$ cat config.mk
export PLATFORM = sky130hd
export DESIGN_NAME = rhs_cordic
export DESIGN_NICKNAME = d
export VERILOG_FILES = /design/src/sv/rhs_pkg.sv /design/src/sv/rhs_cordic.sv
export SDC_FILE = /design/constraint.sdc
export NUM_CORES = 1
export LEC_CHECK = 0
export BUFFER_PORTS_ARGS = -buffer_cell sky130_fd_sc_hd__buf_4
export CAP_MARGIN = 0
export CORE_AREA = 2 2 194 158
export CTS_BUF_LIST = sky130_fd_sc_hd__clkbuf_4 sky130_fd_sc_hd__clkbuf_8
export DETAILED_ROUTE_END_ITERATION = 10
export DIE_AREA = 0 0 196 160
export PLACE_DENSITY = 0.73
export SETUP_SLACK_MARGIN = 0.05
export SKIP_LAST_GASP = 1
export SYNTH_ARGS = -nofsm -noshare
export SYNTH_HDL_FRONTEND = slang
export SYNTH_SLANG_ARGS = --single-unit
$ cat constraint.sdc
create_clock -name clk -period 8.15 [get_ports clk]
set_input_delay 0 -clock clk [delete_from_list [all_inputs] [get_ports clk]]
set_output_delay 0 -clock clk [all_outputs]
set_load 0.005 [all_outputs]
$ cat src/sv/rhs_pkg.sv
// shared constants, codes and tables of the road harmonic synthesizer
package rhs_pkg;

    // request op codes
    localparam logic [1:0] OP_CLEAR = 2'd0;
    localparam logic [1:0] OP_ADD   = 2'd1;
    localparam logic [1:0] OP_EVAL  = 2'd2;

    // result status codes
    localparam logic [1:0] ST_OK        = 2'd0;
    localparam logic [1:0] ST_BAD_WAVE  = 2'd1;
    localparam logic [1:0] ST_FULL      = 2'd2;

    // cordic datapath
    localparam int CORDIC_STEPS = 30;
    localparam int CW = 33;
    localparam logic signed [CW-1:0] K_Q30 = 33'sd652032874;
    localparam logic signed [CW-1:0] HALF_PI_Q30 = 33'sd1686629713;
    localparam logic signed [CW-1:0] TWO_PI_Q20 = 33'sd6588397;

    // shared multiplier operand and product widths
    localparam int MA_W = 41;
    localparam int MB_W = 33;
    localparam int MP_W = MA_W + MB_W;

    // accumulator widths and output limits
    localparam int HACC_W = 36;
    localparam int VACC_W = 48;
    localparam logic signed [HACC_W-1:0] HEIGHT_LIM = 36'sd16777216;
    localparam logic signed [VACC_W-1:0] VEL_MAX = 48'sd549755813887;
    localparam logic signed [VACC_W-1:0] VEL_MIN = -48'sd549755813888;

    typedef logic signed [CW-1:0] cordic_word_t;

    // arctangent of 2^-i in q30 radians
    function automatic cordic_word_t atan_q30(input logic [4:0] i);
        cordic_word_t v;
        unique case (i)
            5'd0:  v = 33'sd843314857;
            5'd1:  v = 33'sd497837829;
            5'd2:  v = 33'sd263043837;
            5'd3:  v = 33'sd133525159;
            5'd4:  v = 33'sd67021687;
            5'd5:  v = 33'sd33543516;
            5'd6:  v = 33'sd16775851;
            5'd7:  v = 33'sd8388437;
            5'd8:  v = 33'sd4194283;
            5'd9:  v = 33'sd2097149;
            5'd10: v = 33'sd1048576;
            5'd11: v = 33'sd524288;
            5'd12: v = 33'sd262144;
            5'd13: v = 33'sd131072;
            5'd14: v = 33'sd65536;
            5'd15: v = 33'sd32768;
            5'd16: v = 33'sd16384;
            5'd17: v = 33'sd8192;
            5'd18: v = 33'sd4096;
            5'd19: v = 33'sd2048;
            5'd20: v = 33'sd1024;
            5'd21: v = 33'sd512;
            5'd22: v = 33'sd256;
            5'd23: v = 33'sd128;
            5'd24: v = 33'sd64;
            5'd25: v = 33'sd32;
            5'd26: v = 33'sd16;
            5'd27: v = 33'sd8;
            5'd28: v = 33'sd4;
            5'd29: v = 33'sd2;
            default: v = '0;
        endcase
        return v;
    endfunction

endpackage

$ cat src/sv/rhs_cordic.sv
// iterative rotation-mode cordic, one micro-rotation per cycle
module rhs_cordic (
    input  logic                  clk,
    input  logic                  rst_n,
    input  logic                  start,
    input  rhs_pkg::cordic_word_t z_in,
    output logic                  done,
    output rhs_pkg::cordic_word_t x_out,
    output rhs_pkg::cordic_word_t y_out
);
    import rhs_pkg::*;

    logic         busy_reg, busy_next;
    logic         done_reg, done_next;
    logic [4:0]   i_reg, i_next;
    cordic_word_t x_reg, x_next;
    cordic_word_t y_reg, y_next;
    cordic_word_t z_reg, z_next;
    cordic_word_t dx, dy;

    // shifted operands for the current step
    assign dx = y_reg >>> i_reg;
    assign dy = x_reg >>> i_reg;

    // step sequencing and rotation toward zero residual angle
    always_comb
    begin
        busy_next = busy_reg;
        done_next = 1'b0;
        i_next    = i_reg;
        x_next    = x_reg;
        y_next    = y_reg;
        z_next    = z_reg;
        if (start)
        begin
            busy_next = 1'b1;
            i_next    = '0;
            x_next    = K_Q30;
            y_next    = '0;
            z_next    = z_in;
        end
        else if (busy_reg)
        begin
            if (!z_reg[CW-1])
            begin
                x_next = x_reg - dx;
                y_next = y_reg + dy;
                z_next = z_reg - atan_q30(i_reg);
            end
            else
            begin
                x_next = x_reg + dx;
                y_next = y_reg - dy;
                z_next = z_reg + atan_q30(i_reg);
            end
            i_next = i_reg + 5'd1;
            if (i_reg == 5'(CORDIC_STEPS - 1))
            begin
                busy_next = 1'b0;
                done_next = 1'b1;
            end
        end
    end

    // control registers
    always_ff @(posedge clk or negedge rst_n)
    begin
        if (!rst_n)
        begin
            busy_reg <= 1'b0;
            done_reg <= 1'b0;
            i_reg    <= '0;
        end
        else
        begin
            busy_reg <= busy_next;
            done_reg <= done_next;
            i_reg    <= i_next;
        end
    end

    // datapath registers
    always_ff @(posedge clk)
    begin
        x_reg <= x_next;
        y_reg <= y_next;
        z_reg <= z_next;
    end

    assign done  = done_reg;
    assign x_out = x_reg;
    assign y_out = y_reg;

endmodule

==> results.json <==
{
  "synth_seq_cells": 106,
  "post_synth_most_frequent_cells": "nor2_1, nand2_1, a21oi_1",
  "p_leak_uw": 0.00764,
  "initial_utilization_pct": 53.9,
  "setup.worst_path.class": "flop to flop",
  "unrepaired_setup_endpoints_after_global_routing": "no",
  "period_needed_ps": 6950,
  "fin_hold_ws_ps": 28.7,
  "core.rowCount": 57,
  "wl_um": 58000,
  "cp_data_arrival_time_ps": 7280,
  "dieHeight_um": 160,
  "grt_pass1_wl_um": 89300,
  "mappedNetlistArea_mm2": 0.0160,
  "synth_top_flop_cell": "dfxtp_1",
  "min_path_type": "input pin to flop",
  "r2r_start": "i_reg[1]",
  "cpMaxStageDelayCell": "dfrtp_4",
  "post_synth.cell_area_avg_um2": 8.23,
  "numPortBuffers": 102,
  "numCtsBuffers": 9,
  "detailedRoute.firstPassIterationCount": 7,
  "worst_hold_path_cells": 4,
  "max_clock_freq_mhz": 144,
  "worst_ir_drop_vdd_mv": 0.344,
  "cp_slowest_stage_delay_ps": 880,
  "overflow": 0,
  "reg2reg_depth": 21,
  "synth_cell_type_count": 105,
  "synth_top_area_share_pct": 9.01,
  "design.die.area_mm2": 0.0314,
  "place.gp.congestion": 1.08,
  "detailedRoute.firstIterationViolations": 1868,
  "synth_cells": 1944,
  "num-nets-final": 2153,
  "routed_wire_length_per_instance_um": 24.3,
  "clk-insertion-delay-late_ps": 430,
  "worstHoldStart": "z_in[32]",
  "finalHoldViolCount": 0,
  "hold_end": "z_reg[32]",
  "final-max-slew-violation-count": 0,
  "timing.rr.end": "y_out[32]",
  "synth_area_leader_cell": "mux4_2",
  "worst_setup_end_kind": "flop",
  "setup.worst_path.start_class": "flop",
  "drc_errors": 0,
  "initial_antenna_violation_count": 0,
  "die_w_um": 196,
  "power_density_mw_per_mm2": 519,
  "detail-route-antenna-nets": 0,
  "max_cap_viol_count": 0,
  "htreeDepth": 3,
  "crit_chain": "buf_4 -> mux4_2 -> mux2i_1 -> nor2_1 -> a2111oi_2 -> and3_1 -> nor3b_2 -> and3b_1 -> nor2b_1 -> nor2_1 -> xor2_1 -> ha_1 -> or3_1 -> o211ai_1 -> nand3b_1 -> o221ai_1 -> o21ai_0 -> a221oi_1 -> xnor2_1 -> a21oi_1 -> a31o_1",
  "global_route.usage.total_pct": 36.6,
  "report.final.setup_viol": 0,
  "cts_setup_buffers": 0,
  "timing.slew.headroom_pct": 18.9,
  "async_flop_share_pct": 6.60,
  "ios": 103,
  "setup_total_negative_slack_ps": 0,
  "fillCellCount": 2713,
  "ys.warnings.count": 0,
  "tightestPinTransition_ps": 1210,
  "final.period_utilization_pct": 85.3,
  "antenna_cells": 0,
  "post_layout_utilization_of_the_core_pct": 58.9,
  "worst_reg_to_reg_setup_slack_ps": 1200,
  "dpl.hpwl_um": 42800,
  "routed_via_count": 16300,
  "most_used_cell_along_the_critical_path": "nor2_1",
  "outcome": "completed",
  "area_growth_syn_to_layout_pct": 9.17,
  "cts.sink_count": 106,
  "synth_area_leaders": "mux4_2, ha_1, dfxtp_1",
  "core_area_mm2": 0.0297,
  "cts_root_buffer": "clkbuf_8",
  "yosys.cell_count.top_type": "nor2_1",
  "yosysSeqAreaShare_pct": 15.5,
  "drive_gt1_share_pct": 15.1,
  "synth_nets": 2097,
  "tritoncts": "yes",
  "maximum_fanout_along_the_worst_path": 48,
  "clock_tree.buffer_depth": 2,
  "route.detailed.vias_per_inst": 6.82,
  "grt_start_max_net_pins": 87,
  "number_of_enable_flip_flop_cells_after_synthesis": 33,
  "number_of_global_route_vias_before_repair": 15200,
  "worstPathRequired_ps": 8480,
  "clk_pin_slew_worst_paths_ps": 120,
  "final.setup_skew_ps": 26.6
}
[per-layer routing]
metal / global-route usage [%] / vias up / part of all wire, %
met5: 0 / - / 0
met4: 13.6 / 0 / 4.1
met3: 8.07 / 143 / 11
met2: 53.2 / 923 / 41
met1: 52.8 / 7774 / 44
li1: - / 7455 / -
[timing repair]
item	4_1_cts	5_1_grt
endpoints found under the setup margin	0	0
endpoints found under the hold margin	39	0
hold buffers	34	0
gates resized for setup	0	0
[metrics by stage]
stage | power (uW) | std cells | worst slack (ps) | area, um^2
floorplan | 6710 | 1944 | 2050 | 16000
global placement | 8310 | 2338 | 1520 | 16900
detailed placement | 8450 | 2338 | 1290 | 16900
CTS | 8920 | 2388 | 1260 | 17500
global route | 9890 | 2388 | 711 | 17500
finish | 9070 | 2388 | 1200 | 17500
[cells in the final DEF, fill, tap and decap left out, types with 8 or more instances in the layout]
cell type / synthesis / routed
xnor2_1: 100 / 100
dlygate4sd3_1: 0 / 34
mux2_2: 45 / 45
mux4_2: 64 / 64
inv_1: 42 / 42
o21a_1: 18 / 18
a221oi_1: 9 / 9
clkbuf_8: 0 / 9
a31oi_1: 29 / 29
or2_2: 9 / 9
edfxtp_1: 33 / 33
nor3_1: 26 / 26
a22oi_1: 14 / 14
ha_1: 114 / 114
o22ai_1: 18 / 18
o31ai_1: 12 / 12
nand3_1: 23 / 23
o221ai_1: 13 / 13
mux4_1: 8 / 8
nand4_1: 9 / 9
o21ai_0: 122 / 122
and3_1: 24 / 24
and2_1: 23 / 23
xor2_1: 72 / 72
nand2b_1: 25 / 25
a211o_1: 12 / 12
nor2_1: 186 / 185
mux2i_1: 67 / 67
o211ai_1: 13 / 13
o21bai_1: 14 / 14
nand2_1: 183 / 183
buf_4: 8 / 132
a21oi_1: 160 / 160
a21o_1: 57 / 57
nor2b_1: 20 / 20
dfxtp_1: 66 / 66
a211oi_1: 28 / 28
[critical path, delay by kind of cell (launching register included)]
kind            cells  cell delay, ps
simple gates        8            2070
compound gates      7            1940
flops               1             880
mux                 2             850
buf+inv             1             470
xor+xnor            2             370
fa+ha+maj           1             240
[power by group]
group / internal (uW) / leakage, uW / switching (uW) / total, uW
clock network: 180 / 0.000111 / 226 / 406
registers: 839 / 0.000988 / 457 / 1300
logic: 3320 / 0.00654 / 4050 / 7370
[kinds of logic after synthesis]
logic type      Yosys count  synth area share, %
fa+ha+maj               117                 9.29
mux                     187                 17.9
flops                   106                 15.5
simple gates            582                 17.6
xor+xnor                172                 9.41
compound gates          614                 25.5
buf+inv                 166                 4.71
[area by class of cell]
type / count / area (um^2) / area share (%)
sequential: 106 / 2500 / 14.3
tap: 383 / 479 / 2.74
clock buffer: 10 / 131 / 0.752
clock inverter: 6 / 93.8 / 0.537
timing repair buffer: 166 / 1330 / 7.62
inverter: 45 / 169 / 0.967
multi-input combinational: 1672 / 12800 / 73.1
[worst max-delay path by stage]
stage | start | end | slack [ps]
after floorplan | i_reg[0] | z_reg[29] | 2050
after detailed placement | i_reg[1] | y_out[32] | 1290
final | i_reg[1] | y_out[32] | 1200
after global routing | i_reg[1] | y_out[32] | 710
after CTS | i_reg[1] | y_out[32] | 1260
after global placement | i_reg[1] | y_out[29] | 1520
Power figures use the tool's default switching activity.
